<file path="config.mk">
export PLATFORM = sky130hd
export DESIGN_NAME = srmd_cell
export DESIGN_NICKNAME = d
export VERILOG_FILES = /design/src/design/suffix_range_min_dsu_macros.svh /design/src/design/srmd_pkg.sv /design/src/design/srmd_cell.sv
export SDC_FILE = /design/constraint.sdc
export NUM_CORES = 1
export LEC_CHECK = 0
export ABC_AREA = 1
export BUFFER_PORTS_ARGS = -buffer_cell sky130_fd_sc_hd__buf_2
export CAP_MARGIN = 25
export CELL_PAD_IN_SITES_DETAIL_PLACEMENT = 0
export CELL_PAD_IN_SITES_GLOBAL_PLACEMENT = 1
export CORE_ASPECT_RATIO = 1.25
export CORE_UTILIZATION = 32
export DETAILED_ROUTE_END_ITERATION = 7
export GPL_ROUTABILITY_DRIVEN = 0
export PLACE_DENSITY = 0.87
export SYNTH_ARGS = -nofsm -noshare
export SYNTH_HDL_FRONTEND = slang
export SYNTH_SLANG_ARGS = --single-unit
</file>
<file path="constraint.sdc">
create_clock -name clk -period 3.62 [get_ports clk]
set_input_delay 0.543 -clock clk [delete_from_list [all_inputs] [get_ports clk]]
set_output_delay 0.543 -clock clk [all_outputs]
set_load 0.005 [all_outputs]
</file>
<file path="src/design/suffix_range_min_dsu_macros.svh">
// ----------------------------------------------------------------------------
// suffix_range_min_dsu_macros.svh
// assertion macros for the suffix range-minimum block, empty for synthesis
// ----------------------------------------------------------------------------
`ifndef SUFFIX_RANGE_MIN_DSU_MACROS_SVH
`define SUFFIX_RANGE_MIN_DSU_MACROS_SVH
`ifndef SYNTHESIS
// checked only out of reset
`define SRMD_ASSERT(lbl, ck, rn, prop, msg) \
  lbl: assert property (@(posedge ck) disable iff (!rn) (prop)) else $error(msg);
// checked on every edge, reset included
`define SRMD_ASSERT_ALWAYS(lbl, ck, prop, msg) \
  lbl: assert property (@(posedge ck) (prop)) else $error(msg);
`else
`define SRMD_ASSERT(lbl, ck, rn, prop, msg)
`define SRMD_ASSERT_ALWAYS(lbl, ck, prop, msg)
`endif
`endif

</file>
<file path="src/design/srmd_pkg.sv">
// ----------------------------------------------------------------------------
// srmd_pkg
// shared types, codes and constants of the suffix range-minimum block
// ----------------------------------------------------------------------------
package srmd_pkg;

  localparam int DEPTH_DEF  = 1024;
  localparam int VALUE_BITS = 32;
  localparam int LEFT_BITS  = 10;

  // request kinds
  localparam logic REQ_APPEND = 1'b0;
  localparam logic REQ_QUERY  = 1'b1;

  // result status codes
  localparam logic [1:0] ST_OK        = 2'd0;
  localparam logic [1:0] ST_FULL      = 2'd1;
  localparam logic [1:0] ST_BAD_INDEX = 2'd2;

  // per-row shift operations of the cell chain
  localparam logic [1:0] OP_HOLD = 2'd0;
  localparam logic [1:0] OP_PUSH = 2'd1;  // take the entry of the previous cell
  localparam logic [1:0] OP_POP  = 2'd2;  // take the entry of the next cell

  typedef struct packed {
    logic                          req_type;
    logic signed [VALUE_BITS-1:0]  value;
    logic        [LEFT_BITS-1:0]   left_index;
  } in_item_t;

  typedef struct packed {
    logic signed [VALUE_BITS-1:0]  min_value;
    logic        [1:0]             status;
  } out_item_t;

  typedef struct packed {
    logic [1:0] main_op;
    logic [1:0] aside_op;
  } chain_ctl_t;

endpackage

</file>
<file path="src/design/srmd_cell.sv">
// ----------------------------------------------------------------------------
// srmd_cell
// one cell of the stack chain: a main entry and an aside entry, each shifting
// toward either neighbor
// ----------------------------------------------------------------------------
module srmd_cell import srmd_pkg::*; #(
  parameter int EW = 1 + $clog2(DEPTH_DEF) + VALUE_BITS
) (
  input  logic          clk,
  input  logic          rst_n,
  input  chain_ctl_t    ctl,
  input  logic [EW-1:0] main_prev,
  input  logic [EW-1:0] main_next,
  input  logic [EW-1:0] aside_prev,
  input  logic [EW-1:0] aside_next,
  output logic [EW-1:0] main_q,
  output logic [EW-1:0] aside_q
);

  logic          main_vld_r;
  logic [EW-2:0] main_dat_r;
  logic          aside_vld_r;
  logic [EW-2:0] aside_dat_r;
  logic [EW-1:0] main_nxt;
  logic [EW-1:0] aside_nxt;

  assign main_q  = {main_vld_r, main_dat_r};
  assign aside_q = {aside_vld_r, aside_dat_r};

  always_comb begin
    unique case (ctl.main_op)
      OP_HOLD: main_nxt = main_q;
      OP_PUSH: main_nxt = main_prev;
      OP_POP:  main_nxt = main_next;
      default: main_nxt = main_q;
    endcase
  end

  always_comb begin
    unique case (ctl.aside_op)
      OP_HOLD: aside_nxt = aside_q;
      OP_PUSH: aside_nxt = aside_prev;
      OP_POP:  aside_nxt = aside_next;
      default: aside_nxt = aside_q;
    endcase
  end

  always_ff @(posedge clk) begin
    if (!rst_n) begin
      main_vld_r  <= 1'b0;
      aside_vld_r <= 1'b0;
    end else begin
      main_vld_r  <= main_nxt[EW-1];
      aside_vld_r <= aside_nxt[EW-1];
    end
  end

  always_ff @(posedge clk) begin
    main_dat_r  <= main_nxt[EW-2:0];
    aside_dat_r <= aside_nxt[EW-2:0];
  end

endmodule

</file>
==> metrics.csv, run 1 <==
metric,value,unit
cts.repair.resized,0,
multi_input_comb_area,813,um^2
wl_per_cell,12.8,um
clock_path_buffers,2,
max_cap_viol_count,0,
grt_pass1_wl,15900,um
slew_headroom,38.2,%
powerDensity,481,nW/um^2
syn-cell-area,3860,um^2
fin_crit,1.86,ns
p_leak,2.76,nW
fin_area,5560,um^2
cts_tree,done,
nets,815,
synth_compound_area_share,11.1,%
tns,0,ns
async_flop_share,0,%
clockPowerShare,36.3,%
rsz0062_at_grt,no,
yosys.area_share.adder,0.648,%
cts_hold_buf,0,
crit_path_end_kind,register,
place_hpwl,7750,um
peakVddDrop,0.232,mV
synthTopCellsByArea,"edfxtp_1 65%, o21ai_0 9.2%, inv_1 8.7%",
synth_xor_area_share,0,%
start_kind,input pin,
synth.most_common_cell,inv_1,
ys_ff_latch,86,
antenna_found_initial,0,
power.total,0.00267,W
yosysSeqAreaShare,66.4,%
setup_violations,0,
yosys.area_share.simple,9.14,%
vias_per_cell,4.27,
yosys_warnings,0,
start_util,33.1,%
drt-pass1-iter-count,4,
muxShareOfSynthArea,0,%
p_sw,0.000616,W
cts_root_buf,clkbuf_16,
overflow,0,
combPwrFrac,15.0,%
synth_flop_cell,edfxtp_1,
worst_pin_slew,0.925,ns
synth_edf_count,84,
fp-row-count,44,
slew_viol_final,0,
fillers,1164,
synth_area_per_cell,10.2,um^2
cp_max_fo,44,
synth_cells,378,
place_area,5250,um^2
synth_common_cells,"90 x inv_1, 88 x nand2_1, 84 x edfxtp_1",
syn_nets,558,
hold_viol,0,
post-place-ws,1.39,ns
antenna_cells,0,
synth_cell_types,12,
die_height,125,um
finalWorstSetupSlack,1.76,ns
htreeDepth,3,
clk_latency,0.33,ns
wirelength,10200,um
antenna_left,0,
drt_iter0_markers,92,
status,"finished, final reports clean",
port_buffers,263,
vias,3418,
regArea,2560,um^2
area_growth,44.0,%
drive_gt1_share,44.1,%
cts.sinks,86,
grt_max_degree,49,
crit_type,input pin to register,
max_freq,537,MHz
grt_pass1_vias,3441,
post-route-period-util,51.4,%
crit_arrival,1.92,ns
numCtsBuffers,9,
fp.dieW,100,um
swShare,23.0,%
p_seq_share,48.6,%
yosysTopAreaCellShare,65.3,%
synth_top_family_by_area,buffers and inverters,
cp.required,3.68,ns
postCtsSetupBuffers,0,
drc,0,
grtUsageTotal,16.4,%
path_clk_slew,0.06,ns
p_int,0.00206,W
hold_class,input pin to register,
post-route-util,47.6,%
pin_count,264,
fp.coreArea,11700,um^2
clock_skew,0,ns
synth_top_cell_by_area,edfxtp_1,
dieArea,12500,um^2
layout by cell type (no fill, tap or decap), drive strengths merged:
master,instances
bufinv,2
edfxtp,84
buf,266
o21ai,86
nand2,88
dfxtp,2
ha,2
clkinvlp,1
inv,89
clkinv,2
nor2,6
clkbuf,11
registers in the layout, indices dropped and copies added (netlist names):
register / flops
aside_dat_r: 42
aside_vld_r: 1
main_dat_r: 42
main_vld_r: 1
per-layer routing:
layer | vias to the layer above | global-route usage, % | routed length (um)
met1 | 1528 | 17.8 | 3990
li1 | 1719 | - | -
met3 | 21 | 4.10 | 690
met2 | 150 | 29.1 | 5290
met5 | - | 0 | 0
met4 | 0 | 8.18 | 256
power by group through the flow:
stage	Clock [W]	Combinational, W	Sequential, W
after floorplan	0	0.000123	0.00134
after CTS	0.000994	0.000410	0.00130
after detailed placement	0	0.000410	0.00132
after global placement	0	0.000402	0.00132
after global routing	0.00103	0.000451	0.00132
final	0.000972	0.000402	0.00130
critical path: stages:
cell and delay, ns:
buf_2 0.10, inv_1 0.05, ha_2 0.59, buf_4 0.46, o21ai_0 0.17
area by class of cell:
class | instances | share of cell area (%)
Tap cell | 161 | 3.62
Sequential cell | 86 | 46.1
Clock inverter | 4 | 1.31
Multi-Input combinational cell | 182 | 14.6
Timing Repair Buffer | 266 | 24.1
Inverter | 90 | 6.08
Clock buffer | 11 | 4.19
final timing paths:
check / from / to / slack, ns / cells after the start
setup / recovery: ctl[2] / main_dat_r[25]$_DFFE_PP_ / 1.76 / 5
hold / removal: rst_n / aside_vld_r$_SDFFE_PN0P_ / 0.48 / 3
setup reg to reg: main_vld_r$_SDFFE_PN0P_ / main_vld_r$_SDFFE_PN0P_ / 2.96 / 2
hold reg to reg: aside_vld_r$_SDFFE_PN0P_ / aside_vld_r$_SDFFE_PN0P_ / 0.53 / 2
logic make-up after synthesis:
logic type      Yosys count
buf+inv                 110
flops                    86
simple gates             94
fa+ha+maj                 2
compound gates           86
stage by stage:
step / cells / hold slack (ns)
6_report: 800 / 0.481
5_1_grt: 800 / 0.492
4_1_cts: 800 / 0.471
3_5_place_dp: 785 / 0.529
3_3_place_gp: 785 / 0.522
2_1_floorplan: 378 / 0.495
No activity file was read; power rests on OpenSTA's default activity.
==> run 2, diff against run 1 <==
--- a/config.mk
+++ b/config.mk
@@ -11,10 +11,10 @@
 export CELL_PAD_IN_SITES_DETAIL_PLACEMENT = 0
 export CELL_PAD_IN_SITES_GLOBAL_PLACEMENT = 1
 export CORE_ASPECT_RATIO = 1.25
-export CORE_UTILIZATION = 32
+export CORE_UTILIZATION = 29
 export DETAILED_ROUTE_END_ITERATION = 7
 export GPL_ROUTABILITY_DRIVEN = 0
-export PLACE_DENSITY = 0.87
+export PLACE_DENSITY = 0.8
 export SYNTH_ARGS = -nofsm -noshare
 export SYNTH_HDL_FRONTEND = slang
 export SYNTH_SLANG_ARGS = --single-unit
==> constraint.sdc (replaced) <==
create_clock -name clk -period 1.9 [get_ports clk]
set_input_delay 0.285 -clock clk [delete_from_list [all_inputs] [get_ports clk]]
set_output_delay 0.285 -clock clk [all_outputs]
set_load 0.005 [all_outputs]
==> metrics.csv, run 2 (synthesized netlist as in run 1, its figures left out) <==
metric,value,unit
clockPowerShare,34.4,%
cp_max_fo,1,
vias_per_cell,4.15,
final_common_cell,buf_2,
antenna_cells,0,
fin_crit,1.17,ns
setup_violations,0,
slew_headroom,79.9,%
clock_path_buffers,2,
cts.repair.resized,0,
dieArea,13800,um^2
nets,816,
worst-path-buf-inv,1,
p_leak,2.78,nW
cp_slowest_cell,edfxtp_1,
tns,0,ns
overflow,0,
max_cap_viol_count,0,
drive_gt1_share,44.0,%
wl_per_cell,12.8,um
grtUsageTotal,14.5,%
vias,3360,
htreeDepth,3,
slew_viol_final,0,
post-route-period-util,61.5,%
path_cells,buf_2,
cts_tree,done,
status,"finished, final reports clean",
crit_path_end_kind,output pin,
cts_root_buf,clkbuf_16,
numCtsBuffers,9,
hold_viol,0,
grt_pass1_wl,15300,um
grt_max_degree,87,
clock_skew,0,ns
place_hpwl,8030,um
path_clk_slew,0.07,ns
stdcell_count,809,
drt_iter0_markers,114,
final_cell_mix,"263 x buf_2, 89 x inv_1, 88 x nand2_1, 84 x edfxtp_1, 71 x o21ai_0",
die_height,131,um
worst_pin_slew,0.301,ns
wirelength,10300,um
clk_latency,0.32,ns
max_freq,856,MHz
drt-pass1-iter-count,4,
p_seq_share,49.7,%
rsz0062_at_grt,no,
crit_family,flip-flops,
drc,0,
start_util,30.1,%
area_growth,45.1,%
antenna_left,0,
start_kind,register,
swShare,23.3,%
postCtsSetupBuffers,0,
slowest_delay,0.41,ns
crit_type,register to output pin,
hold_class,input pin to register,
pin_count,264,
p_int,0.00381,W
cp.required,1.62,ns
p_sw,0.00116,W
port_buffers,263,
crit_arrival,0.88,ns
peakVddDrop,0.481,mV
cts_hold_buf,0,
reg.largest.list,"aside_dat_r x42, main_dat_r x42",
fp.dieW,105,um
antenna_found_initial,0,
grt_pass1_vias,3198,
fp-row-count,46,
combPwrFrac,15.9,%
fp.coreArea,12800,um^2
cts.sinks,86,
dp.cells,793,
powerDensity,887,nW/um^2
[run 2: tightest hold or removal path, stage by stage]
cell,delay (ns)
buf_2,0.07
nand2_1,0.04
o21ai_0,0.05
[run 2: stage by stage]
step	setup WS (ns)	power (W)	utilization, %	area, um^2	hold WS, ns
CTS	0.706	0.00504	43.7	5600	0.219
floorplan	0.0624	0.00280	-	3860	0.427
finish	0.732	0.00497	43.7	5600	0.227
global placement	0.532	0.00330	41.5	5320	0.513
global route	0.688	0.00521	43.7	5600	0.226
detailed placement	0.481	0.00332	41.5	5320	0.516
[run 2: final timing paths]
| kind | from | to | slack [ns] | depth (start not counted) |
|---|---|---|---|---|
| max reg2reg | main_vld_r$_SDFFE_PN0P_ | main_vld_r$_SDFFE_PN0P_ | 1.27 | 2 |
| max | main_dat_r[39]$_DFFE_PP_ | main_q[39] | 0.73 | 1 |
| min reg2reg | aside_vld_r$_SDFFE_PN0P_ | aside_vld_r$_SDFFE_PN0P_ | 0.52 | 2 |
| min | aside_next[31] | aside_dat_r[31]$_DFFE_PP_ | 0.23 | 3 |
[run 2: power by group through the flow]
stage	logic [W]	clock network, W	registers [W]
3_3_place_gp	0.000792	0	0.00251
3_5_place_dp	0.000806	0	0.00251
5_1_grt	0.000884	0.00182	0.00250
4_1_cts	0.000807	0.00175	0.00248
2_1_floorplan	0.000234	0	0.00256
6_report	0.000788	0.00171	0.00247
[run 2: routing by layer]
layer  vias to the layer above  GRT usage [%]  wire, um
met2                       118           26.8      5700
met3                        20           2.18       418
met5                         -              0         0
met1                      1506           16.0      3930
li1                       1716              -         -
met4                         0           8.20       298
[run 2: cell type report]
class / count / area, um^2
inverters: 90 / 338
clock inverters: 4 / 47.5
fillers: 1281 / 7230
well taps: 168 / 210
multi-input cells: 182 / 813
repair buffers: 267 / 1400
flip-flops and latches: 86 / 2560
clock buffers: 12 / 236
==> run 3, diff against run 2 <==
==> constraint.sdc (replaced) <==
create_clock -name clk -period 1.23 [get_ports clk]
set_input_delay 0.1845 -clock clk [delete_from_list [all_inputs] [get_ports clk]]
set_output_delay 0.1845 -clock clk [all_outputs]
set_load 0.005 [all_outputs]
==> metrics.csv, run 3 (synthesized netlist as in run 1, its figures left out) <==
metric,value,unit
status,"finished, final reports clean",
grt_pass1_vias,3193,
rsz0062_at_grt,no,
wirelength,10400,um
final_cell_mix,"263 x buf_2, 88 x nand2_1, 86 x inv_1, 84 x edfxtp_1, 69 x o21ai_0",
die_height,131,um
antenna_found_initial,0,
final_common_cell,buf_2,
numCtsBuffers,9,
setup_violations,0,
pin_count,264,
port_buffers,263,
hold_class,input pin to register,
slowest_delay,0.42,ns
cts.repair.resized,0,
clock_path_buffers,2,
fp.dieW,105,um
post-route-period-util,88.5,%
drt_iter0_markers,118,
fin_crit,1.09,ns
cp_max_fo,1,
cts.sinks,86,
worst_pin_slew,0.225,ns
path_cells,buf_2,
vias_per_cell,4.05,
htreeDepth,3,
grt_max_degree,47,
grtUsageTotal,14.6,%
crit_family,flip-flops,
cts_tree,done,
place_area,5450,um^2
fin_area,5760,um^2
wl_per_cell,12.8,um
antenna_cells,0,
area_growth,49.1,%
grt_pass1_wl,15500,um
cp_slowest_cell,edfxtp_1,
slew_headroom,84.8,%
drive_gt1_share,45.1,%
peakVddDrop,0.787,mV
start_kind,register,
place_hpwl,8440,um
hold_viol,0,
crit_arrival,0.90,ns
drt-pass1-iter-count,4,
postCtsSetupBuffers,0,
drc,0,
vias,3296,
clock_skew,0,ns
cts_hold_buf,0,
cp.required,1.05,ns
p_leak,2.83,nW
dieArea,13800,um^2
powerDensity,1380,nW/um^2
crit_path_end_kind,output pin,
fp-row-count,46,
antenna_left,0,
tns,0,ns
fp.coreArea,12800,um^2
clk_latency,0.32,ns
nets,821,
max_freq,919,MHz
fillers,1256,
reg.largest.list,"aside_dat_r x42, main_dat_r x42",
path_clk_slew,0.06,ns
slew_viol_final,0,
crit_type,register to output pin,
max_cap_viol_count,0,
worst-path-buf-inv,1,
overflow,0,
start_util,30.1,%
cts_root_buf,clkbuf_16,
[run 3: changes by cell type in the layout (fill, tap and decap cells not counted), sizes merged]
cell	before	now
buf	267	272
clkinv	3	1
clkinvlp	1	3
bufinv	1	2
clkbuf	12	11
inv	89	88
[run 3: power by group]
part / internal (W) / leakage, nW / switching (W)
combinational: 0.000652 / 1.85 / 0.000655
clock: 0.00176 / 0.146 / 0.00102
sequential: 0.00372 / 0.836 / 0.000103
[run 3: cell type report]
type / count / area, um^2 / area share (%)
clock buffer: 11 / 233 / 4.04
clock inverter: 4 / 72.6 / 1.26
inverter: 90 / 360 / 6.26
multi-input combinational: 182 / 833 / 14.5
sequential: 86 / 2560 / 44.5
tap: 168 / 210 / 3.65
timing repair buffer: 272 / 1480 / 25.8
[run 3: metrics by stage]
step	total power (W)	util, %	hold slack (ns)	worst slack (ns)	std cells
finish	0.00792	44.8	0.130	0.142	813
detailed placement	0.00522	42.5	0.467	-0.0291	798
global route	0.00831	44.8	0.137	0.109	813
floorplan	0.00433	-	0.323	-0.207	378
global placement	0.00519	42.5	0.462	0.0115	798
CTS	0.00807	44.8	0.114	0.128	813
[run 3: path summary, 6_finish.rpt]
path	start	end	slack (ns)	depth (start not counted)
max	aside_dat_r[18]$_DFFE_PP_	aside_q[18]	0.14	1
min	rst_n	main_vld_r$_SDFFE_PN0P_	0.13	3
max reg2reg	aside_vld_r$_SDFFE_PN0P_	aside_vld_r$_SDFFE_PN0P_	0.61	2
min reg2reg	main_vld_r$_SDFFE_PN0P_	main_vld_r$_SDFFE_PN0P_	0.49	2
[run 3: metal layers]
layer | vias to the layer above | global-route usage (%) | part of all wire, %
li1 | 1729 | - | -
met1 | 1448 | 16.2 | 37
met2 | 107 | 27.1 | 57
met3 | 12 | 3.13 | 4.7
met4 | 0 | 6.30 | 1.5
met5 | - | 0 | 0
